File: config.mk
export PLATFORM = sky130hd
export DESIGN_NAME = packed_channel_multiply_flat
export DESIGN_NICKNAME = d
export VERILOG_FILES = /design/src/hw/rtl/pcm_pkg.sv /design/src/hw/rtl/pcm_ifs.sv /design/src/hw/rtl/pcm_extract.sv /design/src/hw/rtl/pcm_lane.sv /design/src/hw/rtl/pcm_pack.sv /design/src/hw/rtl/packed_channel_multiply.sv /design/src/flat_wrapper.sv
export SDC_FILE = /design/constraint.sdc
export NUM_CORES = 2
export LEC_CHECK = 0
export ABC_AREA = 1
export BUFFER_PORTS_ARGS = -buffer_cell sky130_fd_sc_hd__buf_4
export CORE_AREA = 2 2 524 526
export CTS_CLUSTER_SIZE = 14
export DETAILED_ROUTE_END_ITERATION = 7
export DIE_AREA = 0 0 526 528
export SETUP_SLACK_MARGIN = 0.2
export SLEW_MARGIN = 20
export SYNTH_ARGS = -nofsm -noshare
export SYNTH_HDL_FRONTEND = slang
export SYNTH_SLANG_ARGS = --single-unit
File: constraint.sdc
create_clock -name clk -period 19.18 [get_ports clk]
set_clock_uncertainty 0.2 [all_clocks]
set_input_delay 3.836 -clock clk [delete_from_list [all_inputs] [get_ports clk]]
set_output_delay 3.836 -clock clk [all_outputs]
set_load 0.02 [all_outputs]
File: src/hw/rtl/pcm_pkg.sv
package pcm_pkg;

  localparam int FIELD_W    = 32;
  localparam int CB_W       = 5;
  localparam int WB_W       = 6;
  localparam int CFG_IDX_W  = 1;
  localparam int CFG_DATA_W = 6;

  localparam logic [CB_W-1:0] CB_RESET = CB_W'(8);
  localparam logic [WB_W-1:0] WB_RESET = WB_W'(32);

  typedef enum logic [CFG_IDX_W-1:0] {
    REG_CHANNEL_BITS = 1'b0,
    REG_WORD_BITS    = 1'b1
  } cfg_reg_t;

  typedef struct packed {
    logic s1;
    logic s2;
    logic s3;
    logic s4;
  } pcm_adv_t;

endpackage

File: src/hw/rtl/pcm_ifs.sv
interface pcm_operand_if;
  logic                        valid;
  logic                        ready;
  logic [pcm_pkg::FIELD_W-1:0] operand_a;
  logic [pcm_pkg::FIELD_W-1:0] operand_b;

  modport source (output valid, output operand_a, output operand_b, input ready);
  modport sink (input valid, input operand_a, input operand_b, output ready);
endinterface

interface pcm_product_if;
  logic                        valid;
  logic                        ready;
  logic [pcm_pkg::FIELD_W-1:0] product_word;

  modport source (output valid, output product_word, input ready);
  modport sink (input valid, input product_word, output ready);
endinterface

interface pcm_cfg_if;
  logic                           valid;
  logic                           ready;
  logic [pcm_pkg::CFG_IDX_W-1:0]  index;
  logic [pcm_pkg::CFG_DATA_W-1:0] data;

  modport source (output valid, output index, output data, input ready);
  modport sink (input valid, input index, input data, output ready);
endinterface

File: src/hw/rtl/pcm_extract.sv
module pcm_extract #(
  parameter int WW   = 32,
  parameter int MCB  = 16,
  parameter int LW   = 16,
  parameter int LANE = 0
) (
  input  logic                      clk,
  input  pcm_pkg::pcm_adv_t         adv,
  input  logic [pcm_pkg::CB_W-1:0]  n,
  input  logic [pcm_pkg::WB_W-1:0]  wbc,
  input  logic                      n_ok,
  input  logic [WW-1:0]             a,
  input  logic [WW-1:0]             b,
  output logic [LW-1:0]             ca,
  output logic [LW-1:0]             cb,
  output logic                      en
);
  import pcm_pkg::*;

  localparam int SH_W = $clog2(WW * MCB + 1);

  logic [SH_W:0]   span;
  logic [SH_W-1:0] sh;
  logic [LW-1:0]   cmask;
  logic [LW-1:0]   ca_next;
  logic [LW-1:0]   cb_next;
  logic            en_next;

  always_comb begin
    span    = (SH_W+1)'(LANE + 1) * (SH_W+1)'(n);
    sh      = SH_W'(LANE) * SH_W'(n);
    cmask   = ~({LW{1'b1}} << n);
    en_next = n_ok && (span <= (SH_W+1)'(wbc));
    ca_next = LW'(a >> sh) & cmask;
    cb_next = LW'(b >> sh) & cmask;
  end

  always_ff @(posedge clk) begin
    if (adv.s1) begin
      ca <= ca_next;
      cb <= cb_next;
      en <= en_next;
    end
  end

endmodule

File: src/hw/rtl/pcm_lane.sv
module pcm_lane #(
  parameter int MCB = 16,
  parameter int LW  = 16
) (
  input  logic                      clk,
  input  pcm_pkg::pcm_adv_t         adv,
  input  logic [pcm_pkg::CB_W-1:0]  n,
  input  logic [LW-1:0]             ca,
  input  logic [LW-1:0]             cb,
  input  logic                      en,
  output logic [MCB-1:0]            r_out
);
  import pcm_pkg::*;

  localparam int PW = 2 * LW;

  logic [PW-1:0] p;
  logic          en2;
  logic [LW-1:0] r;

  logic [PW-1:0] half;
  logic [PW-1:0] p_next;
  logic [PW:0]   q;
  logic [LW-1:0] cmask;
  logic [LW-1:0] r_next;

  always_comb begin
    half   = PW'(1) << (n - CB_W'(1));
    p_next = PW'(ca) * PW'(cb) + half;
  end

  always_comb begin
    q      = (PW+1)'(p) + ((PW+1)'(p) >> n);
    cmask  = ~({LW{1'b1}} << n);
    r_next = en2 ? (LW'(q >> n) & cmask) : '0;
  end

  always_ff @(posedge clk) begin
    if (adv.s2) begin
      p   <= p_next;
      en2 <= en;
    end
    if (adv.s3) begin
      r <= r_next;
    end
  end

  assign r_out = MCB'(r);

endmodule

File: src/hw/rtl/pcm_pack.sv
module pcm_pack #(
  parameter int WW  = 32,
  parameter int MCB = 16
) (
  input  logic                         clk,
  input  pcm_pkg::pcm_adv_t            adv,
  input  logic [pcm_pkg::CB_W-1:0]     n,
  input  logic [MCB-1:0]               r [WW],
  output logic [pcm_pkg::FIELD_W-1:0]  word
);
  import pcm_pkg::*;

  localparam int SH_W = $clog2(WW * MCB + 1);

  logic [SH_W-1:0] sh [WW];
  logic [WW-1:0]   acc;

  always_comb begin
    acc = '0;
    for (int i = 0; i < WW; i++) begin
      sh[i] = SH_W'(i) * SH_W'(n);
      acc   = acc | WW'({{WW{1'b0}}, r[i]} << sh[i]);
    end
  end

  always_ff @(posedge clk) begin
    if (adv.s4) begin
      word <= FIELD_W'(acc);
    end
  end

endmodule

File: src/hw/rtl/packed_channel_multiply.sv
// Partitioned multiply of packed unsigned channels: each beat carries two words whose
// low word_bits bits hold floor(word_bits / channel_bits) channels, channel 0 at bit 0,
// and the result packs round(a * b / (2^n - 1)) per channel with unused high bits zero
// (zero overall when channel_bits is 0, above MAX_CHANNEL_BITS, or wider than word_bits).
// The block takes one beat every cycle while the output accepts, through four register
// stages (channel extract, lane multiply, normalize, pack); a result is valid at the
// output once the pack stage register holds it, until accepted. One multiplier per lane
// sets the stage depth. Backpressure holds the occupied stages from the output back to the
// first empty one, so bubbles close up and nothing is dropped. Configuration writes are
// taken at any time, always ready, and must land only while no beat is in flight.
module packed_channel_multiply #(
  parameter int WORD_WIDTH       = 32,
  parameter int MAX_CHANNEL_BITS = 16
) (
  input  logic                  clk,
  input  logic                  rst,
  pcm_operand_if.sink           operands,
  pcm_product_if.source         products,
  pcm_cfg_if.sink               cfg
);
  import pcm_pkg::*;

  localparam int NL = WORD_WIDTH;

  logic [CB_W-1:0] channel_bits;
  logic [WB_W-1:0] word_bits;

  logic valid_s1;
  logic valid_s2;
  logic valid_s3;
  logic valid_s4;

  pcm_adv_t adv;

  logic [WB_W-1:0]             wbc;
  logic                        n_ok;
  logic [MAX_CHANNEL_BITS-1:0] lane_r [NL];
  logic [FIELD_W-1:0]          word;

  assign cfg.ready = 1'b1;

  always_ff @(posedge clk) begin
    if (rst) begin
      channel_bits <= CB_RESET;
      word_bits    <= WB_RESET;
    end else if (cfg.valid) begin
      unique case (cfg.index)
        REG_CHANNEL_BITS: channel_bits <= cfg.data[CB_W-1:0];
        REG_WORD_BITS:    word_bits    <= cfg.data[WB_W-1:0];
        default: ;
      endcase
    end
  end

  always_comb begin
    wbc  = (word_bits > WB_W'(WORD_WIDTH)) ? WB_W'(WORD_WIDTH) : word_bits;
    n_ok = (channel_bits != '0) && (channel_bits <= CB_W'(MAX_CHANNEL_BITS));
  end

  always_comb begin
    adv.s4 = !valid_s4 || products.ready;
    adv.s3 = !valid_s3 || adv.s4;
    adv.s2 = !valid_s2 || adv.s3;
    adv.s1 = !valid_s1 || adv.s2;
  end

  assign operands.ready = adv.s1;

  always_ff @(posedge clk) begin
    if (rst) begin
      valid_s1 <= 1'b0;
      valid_s2 <= 1'b0;
      valid_s3 <= 1'b0;
      valid_s4 <= 1'b0;
    end else begin
      if (adv.s1) valid_s1 <= operands.valid;
      if (adv.s2) valid_s2 <= valid_s1;
      if (adv.s3) valid_s3 <= valid_s2;
      if (adv.s4) valid_s4 <= valid_s3;
    end
  end

  for (genvar i = 0; i < NL; i++) begin : g_lane
    localparam int LW = (MAX_CHANNEL_BITS < WORD_WIDTH / (i + 1)) ?
                        MAX_CHANNEL_BITS : WORD_WIDTH / (i + 1);

    logic [LW-1:0] ca;
    logic [LW-1:0] cb;
    logic          en;

    pcm_extract #(
      .WW   (WORD_WIDTH),
      .MCB  (MAX_CHANNEL_BITS),
      .LW   (LW),
      .LANE (i)
    ) u_extract (
      .clk  (clk),
      .adv  (adv),
      .n    (channel_bits),
      .wbc  (wbc),
      .n_ok (n_ok),
      .a    (operands.operand_a[WORD_WIDTH-1:0]),
      .b    (operands.operand_b[WORD_WIDTH-1:0]),
      .ca   (ca),
      .cb   (cb),
      .en   (en)
    );

    pcm_lane #(
      .MCB (MAX_CHANNEL_BITS),
      .LW  (LW)
    ) u_lane (
      .clk   (clk),
      .adv   (adv),
      .n     (channel_bits),
      .ca    (ca),
      .cb    (cb),
      .en    (en),
      .r_out (lane_r[i])
    );
  end

  pcm_pack #(
    .WW  (WORD_WIDTH),
    .MCB (MAX_CHANNEL_BITS)
  ) u_pack (
    .clk  (clk),
    .adv  (adv),
    .n    (channel_bits),
    .r    (lane_r),
    .word (word)
  );

  assign products.valid        = valid_s4;
  assign products.product_word = word;

endmodule

File: src/flat_wrapper.sv
// flat-port wrapper written by rule: the top's interface ports become plain ports
module packed_channel_multiply_flat import pcm_pkg::*;
#(
  parameter int WORD_WIDTH       = 32,
  parameter int MAX_CHANNEL_BITS = 16
)
  (clk, rst, operands_valid, operands_operand_a, operands_operand_b, operands_ready, products_valid, products_product_word, products_ready, cfg_valid, cfg_index, cfg_data, cfg_ready);
  pcm_operand_if operands_i ();
  pcm_product_if products_i ();
  pcm_cfg_if cfg_i ();
  input  logic clk;
  input  logic rst;
  input wire logic [$bits(operands_i.valid)-1:0] operands_valid;
  input wire logic [$bits(operands_i.operand_a)-1:0] operands_operand_a;
  input wire logic [$bits(operands_i.operand_b)-1:0] operands_operand_b;
  output wire logic [$bits(operands_i.ready)-1:0] operands_ready;
  output wire logic [$bits(products_i.valid)-1:0] products_valid;
  output wire logic [$bits(products_i.product_word)-1:0] products_product_word;
  input wire logic [$bits(products_i.ready)-1:0] products_ready;
  input wire logic [$bits(cfg_i.valid)-1:0] cfg_valid;
  input wire logic [$bits(cfg_i.index)-1:0] cfg_index;
  input wire logic [$bits(cfg_i.data)-1:0] cfg_data;
  output wire logic [$bits(cfg_i.ready)-1:0] cfg_ready;
  assign operands_i.valid = operands_valid;
  assign operands_i.operand_a = operands_operand_a;
  assign operands_i.operand_b = operands_operand_b;
  assign operands_ready = operands_i.ready;
  assign products_valid = products_i.valid;
  assign products_product_word = products_i.product_word;
  assign products_i.ready = products_ready;
  assign cfg_i.valid = cfg_valid;
  assign cfg_i.index = cfg_index;
  assign cfg_i.data = cfg_data;
  assign cfg_ready = cfg_i.ready;
  packed_channel_multiply #(.WORD_WIDTH(WORD_WIDTH), .MAX_CHANNEL_BITS(MAX_CHANNEL_BITS)) u_core (.clk(clk), .rst(rst), .operands(operands_i), .products(products_i), .cfg(cfg_i));
endmodule
* Word-level counts from Yosys, hierarchy flattened *
Index checks and enable logic that the tools add are counted.

word-level totals
  logic and storage cells = 739
  output and inout port bits = 35
  flip-flop bits (word level) = 626

cells by class
  multipliers = 84
  $lt $le $gt $ge = 34
  bitwise gates (word level) = 137
  reduce and logical (&&, ||, !) cells = 44
  shifts and indexed selects = 175
  $add $sub $neg = 65
  muxes and demuxes = 1

operators with widths
  kind                                              number
  OR 32 bit                                         30
  >> shifter 32 x 10 -> 1 bit                       30
  left shift 1 x 10 -> 32 bit                       15
  >> shifter 32 x 9 -> 2 bit                        12
  left shift 2 x 9 -> 32 bit                        6
  less-or-equal comparator 10 x 6 -> 1 bit          16
  multiplier 5 x 5 -> 10 bit, first input constant  16
  multiplier 4 x 5 -> 9 bit, first input constant   16
  >> shifter 32 x 8 -> 4 bit                        4
  bitwise AND 16 bit                                6
  multiplier 3 x 5 -> 8 bit, first input constant   12
  >> shifter 2 x 5 -> 3 bit                         16
  >> shifter 3 x 5 -> 1 bit                         16
  less-or-equal comparator 9 x 6 -> 1 bit           8
  adder 32 x 33 -> 33 bit                           2
  >> shifter 32 x 5 -> 33 bit                       2
  >> shifter 33 x 5 -> 16 bit                       2
  adder 32 bit                                      2
  multiplier 16 x 16 -> 32 bit                      2
  left shift 4 x 8 -> 32 bit                        2
  >> shifter 32 x 5 -> 16 bit                       2
  >> shifter 32 x 6 -> 10 bit                       2
  >> shifter 32 x 7 -> 6 bit                        2
  >> shifter 32 x 7 -> 8 bit                        2
  100 further kinds                                 317

* Longest topological paths before layout *
  depth after elaboration = 32
  gate-level depth with buffers = 39

* Least setup slack after synthesis *
Ideal clock, no wire load.

  path kind = input port to output port
  start = input port products_ready
  end = output port operands_ready
  arrival = 12.135 ns
  path slack = 3.009 ns
  stages = 6
  path buffers = 0
  path through = nor2_1 inv_1 nor2_1 inv_1 nor2_1 nand2_1

RTL lines
  item                line                RTL
  start: declaration  flat_wrapper.sv:19  input wire logic [$bits(products_i.ready)-1:0] products_ready;
  end: declaration    flat_wrapper.sv:16  output wire logic [$bits(operands_i.ready)-1:0] operands_ready;

==> results_dict.tcl <==
set metrics [dict create \
    status "complete, but fails checks" \
    violations "DRC" \
    grt_max_degree 134 \
    synthCells 13422 \
    drive_gt1_share_pct 4.800 \
    syn_avg_cell_area_um2 7.057 \
    stdcell_area_um2 101500 \
    hpwl_mm 340.6 \
    synth_fa_ha_area_share_pct 26.26 \
    yosysUniqueCellTypes 80 \
    synth_top_area_share_pct 19.37 \
    register_area_um2 18670 \
    drc 6 \
    slowest_delay_ps 500 \
    hold_depth 0 \
    use_met2_pct 46.23 \
    nNetsFinal 14792 \
    hold_viol 0 \
    yosys.area.top_type "edfxtp_1" \
    ant_nets 0 \
    layout_commonest_cell "nand2_1" \
    critPathLaunchType "input port" \
    synth_top_family_by_area "adder cells" \
    routedWlPerCell_um 26.07 \
    powerDensity_nw_per_um2 97.75 \
    die-area_um2 277700 \
    synth_area_leaders "edfxtp_1 19%, fa_1 15%, nand2_1 14%" \
    cts_tree "yes" \
    design.portCount 111 \
    vias 95079 \
    reg2reg_slack_ps 10430 \
    drt_wl_total_mm 438.9 \
    arrival_ps 6110 \
    critical_path_class "input port to primary output" \
    grt_overflow 0 \
    die_y_um 528 \
    grt_pass1_wl_mm 630.5 \
    seq_area_frac_synth_pct 19.69 \
    cpMaxStageDelayCell "nor2_1" \
    grt_pass1_vias 89931 \
    yosys_most_used_dff "edfxtp_1" \
    route.detailed.vias_per_inst 5.647 \
    muxShareOfSynthArea_pct 0.3699 \
    drv_cap 0 \
    min_path_type "register to register" \
    ctsRootBufferMaster "clkbuf_16" \
    rows 192 \
    fin_tns_setup_ps 0 \
    timing.fmax_ghz 0.09852 \
    worstMarginPinSlew_ps 1248 \
    path_clk_slew_ps 60 \
    endpoint_kind "primary output" \
    placed_cell_area_um2 98790 \
    numClockSinks 626 \
    finalSetupViolations 0 \
    most-common-layout-cells "3474 x nand2_1, 2236 x inv_1, 986 x nor2_1" \
    synth_xor_area_share_pct 2.319 \
    postCtsHoldBufs 0 \
    r2r_cells 29 \
    grtUsageMet3_pct 8.515 \
    path_cells "buf_4 -> nor2_1 -> inv_1 -> buf_4 -> nor2_1 -> inv_4 -> nor2_1 -> nand2_4 -> buf_4" \
    cts_buffer_depth 3 \
    htree_levels 3 \
    antenna_found_initial 43 \
    finalCritPeriodShare_pct 52.92 \
    numPlacedInstances 16672 \
    synth_area_um2 94720 \
    cts_resized 0 \
    initial_core_util_pct 34.77 \
    syn-num-nets 15047 \
    fillers 29295 \
    min_period_ps 10150 \
    leakagePower_nw 51.69 \
    clk_latency_ps 770 \
    async_reset_ff_share_pct 0 \
    die_w_um 526 \
    worstPathRequired_ps 15140 \
    hold_ws_ps 216.6 \
    post_cts_buffers 0 \
    stdcell_count 16836 \
    use_met1_pct 39.16 \
    drt_iter0_drc 12173 \
    first_pass_iters 8 \
    rsz0062_at_grt "no" \
    critPathMaxFanout 38 \
    max-vdd-ir-drop_mv 0.1032 \
    power.total_w 0.009924 \
    synth-compound-area-share_pct 13.43 \
    synth_edf_count 611 \
    grt_util_all_layers_pct 31.00 \
    synth_warnings 0 \
    gr-max-usage-layer "met2" \
    core-area_um2 272400 \
    cts_buffers 78 \
    multiInputGateArea_um2 64620 \
    yosys.area_share.simple_pct 25.66 \
    ys_ff_latch 626 \
    place.gp.congestion 1.081 \
    portBuffers 109 \
    area_growth_pct 7.179 \
    maxSlewHeadroom_pct 16.81 \
    slew_viol_final 0 \
]
## final timing paths
check | startpoint | endpoint
setup / recovery | products_ready | operands_ready
hold / removal | u_core.g_lane[16].u_extract.en | u_core.g_lane[16].u_lane.en2
setup reg to reg | u_core.channel_bits[2] | u_core.g_lane[0].u_lane.p[23]
hold reg to reg | u_core.g_lane[16].u_extract.en | u_core.g_lane[16].u_lane.en2
## cells by family (layout without fill, tap and decap cells)
logic type               count (synthesis)  in the layout
XOR/XNOR                               250            250
AO/OA/AOI/OAI                         2176           2176
adder cells (fa/ha/maj)               1549           1549
flip-flops                             626            626
other                                    1             18
buffers and inverters                 2935           2743
multiplexers                            35             35
AND/OR/NAND/NOR                       5850           5850
## Yosys cell counts (35+ instances only)
cell      instances
buf_4            52
o22ai_1         121
mux2i_1          35
nor4_1           46
xor2_1          140
edfxtp_1        611
a21oi_1         670
o21ai_0         700
buf_2           204
nor3_1          126
ha_1            817
a31oi_1          86
o221ai_1         44
nand4_1         117
buf_1            50
nand2_1        3476
inv_1          2248
a211oi_1         48
nand3_1         914
nor2_1          992
o21ai_1         106
clkbuf_1        327
fa_1            732
o211ai_1         71
a22oi_1          51
nand3b_1         42
a221oi_1         57
xnor2_1         109
## flip-flops by register name, summed over array words and instances, names as in the netlist, 5 cells and up
name / cells
u_core.channel_bits: 5
u_core.u_pack.word: 32
u_core.g_lane.u_extract.en: 32
u_core.word_bits: 6
u_core.g_lane.u_lane.en2: 32
u_core.g_lane.u_lane.r: 71
u_core.g_lane.u_lane.p: 206
u_core.g_lane.u_extract.cb: 103
u_core.g_lane.u_extract.ca: 103
u_core.g_lane.u_lane.r_out: 32
## critical path, delay by kind of cell
kind / cells / cell delay, ps
simple gates: 4 / 1230
buf+inv: 5 / 1000
## metrics by stage
stage                     worst slack [ps]  util [%]
after floorplan                       3009         -
after global placement                9041     36.26
after detailed placement              9020     36.26
after CTS                             9025     37.22
after global routing                  8870     37.25
final                                 9030     37.27
## layout make-up
type	count	area share, %
flip-flops and latches	626	18.39
clock buffers	87	1.977
multi-input cells	9861	63.65
inverters	2282	8.479
diodes	17	0.04190
clock inverters	56	0.6027
repair buffers	318	2.436
well taps	3589	4.423
## per-layer routing
layer / up-vias / wire, um / share of wire [%]
met5: - / 253 / 0.058
met4: 38 / 35000 / 8.0
met3: 1298 / 49760 / 11
met2: 5350 / 183500 / 42
met1: 45333 / 170400 / 39
li1: 43060 / - / -
## power breakdown
part	total [W]	internal, W	switching, W
sequential	0.00230	0.00188	0.000423
combinational	0.00606	0.00200	0.00407
clock	0.00155	0.000854	0.000700
total	0.00992	0.00473	0.00519
(Power assumes the default switching activity.)
